File: src/rtl/core/mqtt_publish_packet_parser_core_assert.svh
// assertion helpers for the publish packet parser
`ifndef MQTT_PUBLISH_PACKET_PARSER_CORE_ASSERT_SVH
`define MQTT_PUBLISH_PACKET_PARSER_CORE_ASSERT_SVH

`ifndef SYNTHESIS
`define MQTTPP_ASSERT_IMP(label, clk, rst, ante, cons) \
  label: assert property (@(posedge clk) disable iff (rst) (ante) |-> (cons)) \
    else $error("mqttpp: same-cycle check failed");
`define MQTTPP_ASSERT_NXT(label, clk, rst, ante, cons) \
  label: assert property (@(posedge clk) disable iff (rst) (ante) |=> (cons)) \
    else $error("mqttpp: next-cycle check failed");
`else
`define MQTTPP_ASSERT_IMP(label, clk, rst, ante, cons)
`define MQTTPP_ASSERT_NXT(label, clk, rst, ante, cons)
`endif

`endif

File: src/rtl/core/mqttpp_pkg.sv
`default_nettype none

package mqttpp_pkg;

  typedef enum logic [1:0] {
    KIND_NONE    = 2'd0,
    KIND_TOPIC   = 2'd1,
    KIND_PAYLOAD = 2'd2
  } kind_t;

  typedef enum logic [0:0] {
    REG_TOPIC_CAPACITY   = 1'b0,
    REG_PAYLOAD_CAPACITY = 1'b1
  } reg_index_t;

  localparam logic [7:0]  TYPE_MASK       = 8'hF0;
  localparam logic [7:0]  TYPE_PUBLISH    = 8'h30;
  localparam logic [7:0]  QOS_MASK        = 8'h06;
  localparam logic [7:0]  LEN_DIGIT_MASK  = 8'd127;
  localparam logic [7:0]  LEN_CONTINUE    = 8'd128;
  localparam logic [15:0] TOPIC_CAP_RESET = 16'd64;
  localparam logic [15:0] PAYLOAD_CAP_RESET = 16'd256;
  localparam logic [15:0] INDEX_MAX       = 16'hFFFF;

endpackage

`default_nettype wire

File: src/rtl/core/mqtt_publish_packet_parser_core.sv
`default_nettype none
`include "mqtt_publish_packet_parser_core_assert.svh"

// Streaming parser for received MQTT 3.1.1 PUBLISH packets. Feed the packet one byte per
// transaction with last_byte on the final byte of the buffer; every input transaction gives
// exactly one result transaction, offered in the cycle after acceptance, through a registered output
// stage. A new byte is taken every cycle while the output is free or being taken, so the
// sustained rate is one byte per clock, set by the single per-byte state update. Each result
// carries the byte tagged as topic or payload (or nothing), and the result for the last byte
// carries packet_done with status (0 ok, 1 malformed). Bytes delivered before an error is
// found are not withdrawn: discard them when status is 1. The user must write the topic and
// payload capacities through the cfg port only while the parser is idle; the block does not
// enforce it. Each kind delivers at most capacity-1 bytes; a zero capacity reports malformed.
module mqtt_publish_packet_parser_core (
  input  wire                       clk,
  input  wire                       rst,
  input  wire                       in_valid,
  output logic                      in_ready,
  input  wire  [7:0]                data_byte,
  input  wire                       last_byte,
  output logic                      out_valid,
  input  wire                       out_ready,
  output logic [7:0]                out_byte,
  output mqttpp_pkg::kind_t         byte_kind,
  output logic                      packet_done,
  output logic                      status,
  input  wire                       cfg_write,
  input  wire  mqttpp_pkg::reg_index_t cfg_index,
  input  wire  [15:0]               cfg_data
);
  import mqttpp_pkg::*;

  typedef enum logic [3:0] {
    PH_FIXED,
    PH_LEN,
    PH_TLEN_HI,
    PH_TLEN_LO,
    PH_TOPIC,
    PH_PID_HI,
    PH_PID_LO,
    PH_PAYLOAD,
    PH_TAIL,
    PH_ERR
  } phase_t;

  logic [15:0] topic_capacity;
  logic [15:0] payload_capacity;

  phase_t      phase, phase_next;
  logic [15:0] bytes_seen, bytes_seen_next;
  logic [15:0] packet_end, packet_end_next;
  logic [20:0] length_value, length_value_next;
  logic [1:0]  length_digits, length_digits_next;
  logic [15:0] topic_length, topic_length_next;
  logic [15:0] topic_taken, topic_taken_next;
  logic [15:0] payload_taken, payload_taken_next;
  logic        has_packet_id, has_packet_id_next;

  logic        in_accept;
  logic [7:0]  res_byte;
  kind_t       res_kind;
  logic        res_status;

  logic [16:0] idx_inc;
  logic [6:0]  digit;
  logic [21:0] end_sum;
  logic [17:0] topic_end;
  logic        bad;

  // phase after the last topic byte; next_idx is the index of the following byte
  function automatic phase_t after_topic(input logic pid, input logic [16:0] next_idx,
                                         input logic [15:0] pend);
    phase_t ph;
    if (pid) begin
      if (({1'b0, next_idx} + 18'd2) > {2'b00, pend}) ph = PH_ERR;
      else ph = PH_PID_HI;
    end else begin
      ph = (next_idx < {1'b0, pend}) ? PH_PAYLOAD : PH_TAIL;
    end
    return ph;
  endfunction

  assign in_ready  = !out_valid || out_ready;
  assign in_accept = in_valid && in_ready;

  assign idx_inc   = {1'b0, bytes_seen} + 17'd1;
  assign digit     = data_byte[6:0] & LEN_DIGIT_MASK[6:0];
  assign topic_end = {1'b0, idx_inc} + {2'b00, topic_length[15:8], data_byte};

  always_comb begin
    phase_next         = phase;
    bytes_seen_next    = (bytes_seen < INDEX_MAX) ? bytes_seen + 16'd1 : bytes_seen;
    packet_end_next    = packet_end;
    length_value_next  = length_value;
    length_digits_next = length_digits;
    topic_length_next  = topic_length;
    topic_taken_next   = topic_taken;
    payload_taken_next = payload_taken;
    has_packet_id_next = has_packet_id;
    res_byte           = 8'd0;
    res_kind           = KIND_NONE;
    res_status         = 1'b0;
    end_sum            = 22'd0;
    bad                = 1'b0;

    case (phase)
      PH_FIXED: begin
        if ((data_byte & TYPE_MASK) != TYPE_PUBLISH) begin
          phase_next = PH_ERR;
        end else begin
          has_packet_id_next = (data_byte & QOS_MASK) != 8'd0;
          phase_next         = PH_LEN;
        end
      end
      PH_LEN: begin
        if (length_digits == 2'd3) begin
          phase_next = PH_ERR;
        end else begin
          case (length_digits)
            2'd0:    length_value_next = {14'd0, digit};
            2'd1:    length_value_next = length_value | {7'd0, digit, 7'd0};
            2'd2:    length_value_next = length_value | {digit, 14'd0};
            default: length_value_next = length_value;
          endcase
          length_digits_next = length_digits + 2'd1;
          end_sum = {5'd0, idx_inc} + {1'b0, length_value_next};
          if ((data_byte & LEN_CONTINUE) == 8'd0) begin
            if (end_sum > 22'd65535 || length_value_next < 21'd2) begin
              phase_next = PH_ERR;
            end else begin
              packet_end_next = end_sum[15:0];
              phase_next      = PH_TLEN_HI;
            end
          end
        end
      end
      PH_TLEN_HI: begin
        topic_length_next = {data_byte, 8'd0};
        phase_next        = PH_TLEN_LO;
      end
      PH_TLEN_LO: begin
        topic_length_next = {topic_length[15:8], data_byte};
        if (topic_end > {2'b00, packet_end}) begin
          phase_next = PH_ERR;
        end else if (topic_length_next != 16'd0) begin
          phase_next = PH_TOPIC;
        end else begin
          phase_next = after_topic(has_packet_id, idx_inc, packet_end);
        end
      end
      PH_TOPIC: begin
        if (topic_capacity != 16'd0 && topic_taken < topic_capacity - 16'd1) begin
          res_byte = data_byte;
          res_kind = KIND_TOPIC;
        end
        topic_taken_next = topic_taken + 16'd1;
        if (topic_taken_next >= topic_length)
          phase_next = after_topic(has_packet_id, idx_inc, packet_end);
      end
      PH_PID_HI: phase_next = PH_PID_LO;
      PH_PID_LO: phase_next = (idx_inc < {1'b0, packet_end}) ? PH_PAYLOAD : PH_TAIL;
      PH_PAYLOAD: begin
        if (payload_capacity != 16'd0 && payload_taken < payload_capacity - 16'd1) begin
          res_byte = data_byte;
          res_kind = KIND_PAYLOAD;
        end
        payload_taken_next = payload_taken + 16'd1;
        if (idx_inc >= {1'b0, packet_end}) phase_next = PH_TAIL;
      end
      default: ;
    endcase

    if (last_byte) begin
      bad = (phase_next == PH_ERR) || topic_capacity == 16'd0 || payload_capacity == 16'd0;
      if (phase_next == PH_LEN || phase_next == PH_TLEN_HI || phase_next == PH_TLEN_LO)
        bad = 1'b1;
      else if (phase_next != PH_ERR && {1'b0, packet_end_next} > idx_inc)
        bad = 1'b1;
      res_status         = bad;
      phase_next         = PH_FIXED;
      bytes_seen_next    = 16'd0;
      packet_end_next    = 16'd0;
      length_value_next  = 21'd0;
      length_digits_next = 2'd0;
      topic_length_next  = 16'd0;
      topic_taken_next   = 16'd0;
      payload_taken_next = 16'd0;
      has_packet_id_next = 1'b0;
    end
  end

  always_ff @(posedge clk) begin
    if (rst) begin
      topic_capacity   <= TOPIC_CAP_RESET;
      payload_capacity <= PAYLOAD_CAP_RESET;
    end else if (cfg_write) begin
      case (cfg_index)
        REG_TOPIC_CAPACITY:   topic_capacity   <= cfg_data;
        REG_PAYLOAD_CAPACITY: payload_capacity <= cfg_data;
        default: ;
      endcase
    end
  end

  always_ff @(posedge clk) begin
    if (rst) begin
      phase         <= PH_FIXED;
      bytes_seen    <= 16'd0;
      packet_end    <= 16'd0;
      length_value  <= 21'd0;
      length_digits <= 2'd0;
      topic_length  <= 16'd0;
      topic_taken   <= 16'd0;
      payload_taken <= 16'd0;
      has_packet_id <= 1'b0;
      out_valid     <= 1'b0;
    end else begin
      if (in_accept) begin
        phase         <= phase_next;
        bytes_seen    <= bytes_seen_next;
        packet_end    <= packet_end_next;
        length_value  <= length_value_next;
        length_digits <= length_digits_next;
        topic_length  <= topic_length_next;
        topic_taken   <= topic_taken_next;
        payload_taken <= payload_taken_next;
        has_packet_id <= has_packet_id_next;
        out_valid     <= 1'b1;
      end else if (out_ready) begin
        out_valid <= 1'b0;
      end
    end
  end

  // result payload, loaded on every input transaction
  always_ff @(posedge clk) begin
    if (in_accept) begin
      out_byte    <= res_byte;
      byte_kind   <= res_kind;
      packet_done <= last_byte;
      status      <= res_status;
    end
  end

  `MQTTPP_ASSERT_IMP(a_status_only_done, clk, rst, out_valid && status, packet_done)
  `MQTTPP_ASSERT_IMP(a_idle_byte_zero, clk, rst, out_valid && byte_kind == KIND_NONE, out_byte == 8'd0)
  `MQTTPP_ASSERT_IMP(a_topic_in_range, clk, rst, phase == PH_TOPIC, topic_taken < topic_length)
  `MQTTPP_ASSERT_NXT(a_last_clears, clk, rst, in_accept && last_byte, phase == PH_FIXED && bytes_seen == 16'd0)
  `MQTTPP_ASSERT_NXT(a_err_silent, clk, rst, in_accept && phase == PH_ERR, byte_kind == KIND_NONE)

endmodule

`default_nettype wire

File: config.mk
export PLATFORM = sky130hd
export DESIGN_NAME = mqtt_publish_packet_parser_core
export DESIGN_NICKNAME = d
export VERILOG_FILES = /design/src/rtl/core/mqttpp_pkg.sv /design/src/rtl/core/mqtt_publish_packet_parser_core.sv
export VERILOG_INCLUDE_DIRS = /design/src /design/src/rtl/core
export SDC_FILE = /design/constraint.sdc
export NUM_CORES = 1
export LEC_CHECK = 0
export BUFFER_PORTS_ARGS = -buffer_cell sky130_fd_sc_hd__buf_2
export CAP_MARGIN = 20
export CELL_PAD_IN_SITES_DETAIL_PLACEMENT = 1
export CELL_PAD_IN_SITES_GLOBAL_PLACEMENT = 1
export CORE_ASPECT_RATIO = 0.75
export CORE_MARGIN = 5
export CORE_UTILIZATION = 44
export CTS_BUF_LIST = sky130_fd_sc_hd__clkbuf_8
export DETAILED_ROUTE_END_ITERATION = 8
export PLACE_DENSITY = 0.88
export SLEW_MARGIN = 5
export SYNTH_ARGS = -nofsm -noshare
export SYNTH_HDL_FRONTEND = slang
export SYNTH_SLANG_ARGS = --single-unit
File: constraint.sdc
create_clock -name clk -period 5.6 [get_ports clk]
set_clock_uncertainty 0.05 [all_clocks]
set_input_delay 0 -clock clk [delete_from_list [all_inputs] [get_ports clk]]
set_output_delay 0 -clock clk [all_outputs]
set_load 0.02 [all_outputs]
==> qor.csv <==
metric,value,unit
chip width,201,um
Max Slew Vio Count,0,
dominant cell type by area after synthesis,dfxtp_1,
synthesis-to-layout area growth,23.9,%
YS warnings,0,
clock buffer count from CTS,17,
asr flop ratio synth,0,
DIE AREA,0.0309,mm^2
"Avg Cell Area, Syn",7.85,um^2
PD cells,174,mW/mm^2
Least-Margin Pin Slew,0.978,ns
P_int,1.74,mW
Clock Power Share,0.360,
initial antenna violation count,4,
Total Wirelength,53100,um
top post-synthesis cells by area,"dfxtp_1 23%, ha_1 16%, nor2_1 5.7%, nand2_1 5.4%, xnor2_1 4.9%",
core box area,0.0270,mm^2
"Max FO, Critical Path",7,
placed cell count,1994,
# H-tree levels,4,
Post-synth EDFFs,12,
largest net degree at the start of global routing,85,
Root Buffer,clkbuf_8,
net switching share of the total power,0.333,
GP Congestion,0.930,
Peak VDD IR,156,uV
Chip Height,153,um
Worst Hold Class,primary input to flip-flop,
Worst setup SP type,flip-flop,
CP Class,flip-flop to flip-flop,
post-synthesis sequential area ratio,0.264,
vias in the first global route,13700,
# IOs,45,
clock-pin slew on the worst setup and hold paths,0.13,ns
failing checks,setup timing,
first-pass GRT wire length,77700,um
synth unique cells,75,
num rows,52,
setup TNS,-0.316,ns
post-synth top area share,0.234,
CP endpoint kind,flip-flop,
Finished Layout Cells,2089,
Mapped Nets,1725,
Mapped Cells,1539,
Post-Place Setup Slack,-0.392,ns
total grt overflow,0,
max cap viols,0,
Logic pwr share,0.198,
status,finished with violations,
Flop pwr share,0.442,
drt pass-1 iters,6,
Leak,6.40,nW
gr usage total,0.316,
Mapped Area,0.0121,mm^2
Rel. slew slack,0.348,
Final nets,1909,
filler instances,3246,
post-route clock period utilization,1.06,
Vias,13500,
"Clk Latency, worst-skew pair",0.52,ns
DR iter-0 viols,1374,
IO buf count,44,
post-synthesis register bit count,153,
# setup viols final,1,
clock sinks,153,
Fmax achieved,169,MHz
CTS tree,built,
Switch Pwr,0.869,mW
share of cells above drive strength 1,0.185,
Tmin final,5.92,ns
final setup margin,-0.316,ns
main flop type after synthesis,dfxtp_1,
DR vias/cell,6.47,
dpl hpwl,34400,um
clk buf depth,2,
Initial Util,0.447,
remaining antenna violation count,0,
final hold slack,0.280,ns
drt drc,0,
CP arrival,6.11,ns
wire per inst,25.4,um
RSZ-0062 raised after global routing,yes,
post-layout util,0.554,
Final Hold Fails,0,
Worst EP required,5.80,ns
[per-layer routing]
metal	share of wire	vias to the layer above	global-route usage
met5	0.00021	-	0
met4	0.049	2	0.131
met3	0.10	242	0.0777
met2	0.44	765	0.498
met1	0.41	6602	0.415
li1	-	5906	-
[placed cells by master (no fill, tap or decap), drive strengths merged, types with 22 or more instances in the layout]
cell type / instances
inv: 82
ha: 153
nand4: 26
dfxtp: 141
dlygate4sd3: 37
a22oi: 69
o21ai: 73
nand2: 174
nor2: 184
xnor2: 67
buf: 191
a21oi: 109
nor3: 30
nand3: 40
xor2: 42
a21o: 22
[critical path, cell delays in order, from the launching register on]
cell	delay [ns]
dfxtp_1	0.36
nand4_1	0.23
buf_4	0.25
nor4_4	0.21
xnor2_2	0.18
inv_2	0.10
ha_4	0.26
a211oi_2	0.27
o21bai_1	0.13
o21a_1	0.22
a311oi_2	0.33
mux2_4	0.35
nor4_4	0.34
nand2_4	0.16
buf_4	0.20
mux2i_2	0.22
ha_1	0.30
nand4_1	0.13
nor2_1	0.09
nor2_1	0.13
a21oi_1	0.09
a211oi_2	0.19
o21ai_2	0.12
a211oi_2	0.26
o21ai_2	0.11
a21o_1	0.18
o221a_1	0.22
[power by group through the flow]
stage | Clock [mW] | Sequential [mW] | Combinational (mW)
global route | 0.984 | 1.15 | 0.544
finish | 0.938 | 1.15 | 0.516
CTS | 0.914 | 1.15 | 0.450
detailed placement | 0 | 1.17 | 0.421
global placement | 0 | 1.17 | 0.401
floorplan | 0 | 1.17 | 0.262
[registers in the layout, summed over array words and instances (netlist names), 4 cells and up]
register	count
bytes_seen	16
length_value	21
out_byte	8
packet_end	16
payload_capacity	16
payload_taken	16
phase	4
topic_capacity	16
topic_length	16
topic_taken	16
[final timing paths]
check | endpoint | slack [ns] | depth (start not counted) | startpoint
max reg2reg | status$_SDFFCE_PN0P_ | -0.32 | 26 | bytes_seen[6]$_SDFFE_PP0P_
min | payload_capacity[14]$_SDFFE_PP0P_ | 0.28 | 4 | cfg_data[14]
max | status$_SDFFCE_PN0P_ | -0.32 | 26 | bytes_seen[6]$_SDFFE_PP0P_
min reg2reg | topic_capacity[6]$_SDFFE_PP1P_ | 0.46 | 2 | topic_capacity[6]$_SDFFE_PP1P_
[cell type report]
| cell class | count | area (um^2) | share of cell area |
|---|---|---|---|
| multi-input cells | 1248 | 8920 | 0.596 |
| flip-flops and latches | 153 | 3200 | 0.214 |
| repair buffers | 228 | 1730 | 0.115 |
| well taps | 351 | 439 | 0.0293 |
| inverters | 75 | 284 | 0.0190 |
| clock buffers | 18 | 248 | 0.0166 |
| clock inverters | 14 | 146 | 0.00978 |
| diodes | 2 | 5.00 | 0.000334 |
[cells in the mapped netlist, types with 5 or more instances]
| library cell | instances |
|---|---|
| o21ai_0 | 68 |
| o21ai_1 | 5 |
| inv_1 | 75 |
| or4_1 | 9 |
| nand2_1 | 173 |
| and2_1 | 13 |
| nand2b_1 | 11 |
| dfxtp_1 | 141 |
| xnor2_1 | 67 |
| nor4_1 | 15 |
| nor3_1 | 30 |
| a21oi_1 | 109 |
| a211oi_1 | 16 |
| nand3_1 | 40 |
| xor2_1 | 42 |
| clkbuf_1 | 54 |
| a22oi_1 | 69 |
| mux2i_1 | 12 |
| or3_1 | 6 |
| o21bai_1 | 9 |
| nand4_1 | 26 |
| o21a_1 | 21 |
| o211ai_1 | 7 |
| a22o_1 | 9 |
| nor2_1 | 184 |
| edfxtp_1 | 12 |
| and4_1 | 9 |
| nand3b_1 | 10 |
| nor2b_1 | 17 |
| a21o_1 | 22 |
| buf_2 | 5 |
| mux2_2 | 6 |
| and3_1 | 16 |
| ha_1 | 153 |
[timing repair]
item	CTS	global route
setup buffers	7	14
hold endpoints to repair	64	1
endpoints found under the setup margin	4	5
hold buffers	36	1
pin swaps	14	40
gates resized for setup	21	77
[metrics by stage]
step | instance area [um^2] | total power [mW]
after detailed placement | 13600 | 1.59
after floorplan | 12200 | 1.43
final | 15000 | 2.60
after global routing | 15000 | 2.68
after CTS | 14500 | 2.51
after global placement | 13600 | 1.57
[kinds of logic after synthesis]
kind of cell,Yosys count,synth area share
and+or+nand+nor,575,0.224
AOI/OAI and AO/OA,391,0.212
adders and majority gates,155,0.162
DFF,153,0.264
buffers and inverters,138,0.0441
xor gates and xnor gates,109,0.0791
muxes,18,0.0155
No activity file was read; power rests on OpenSTA's default activity.
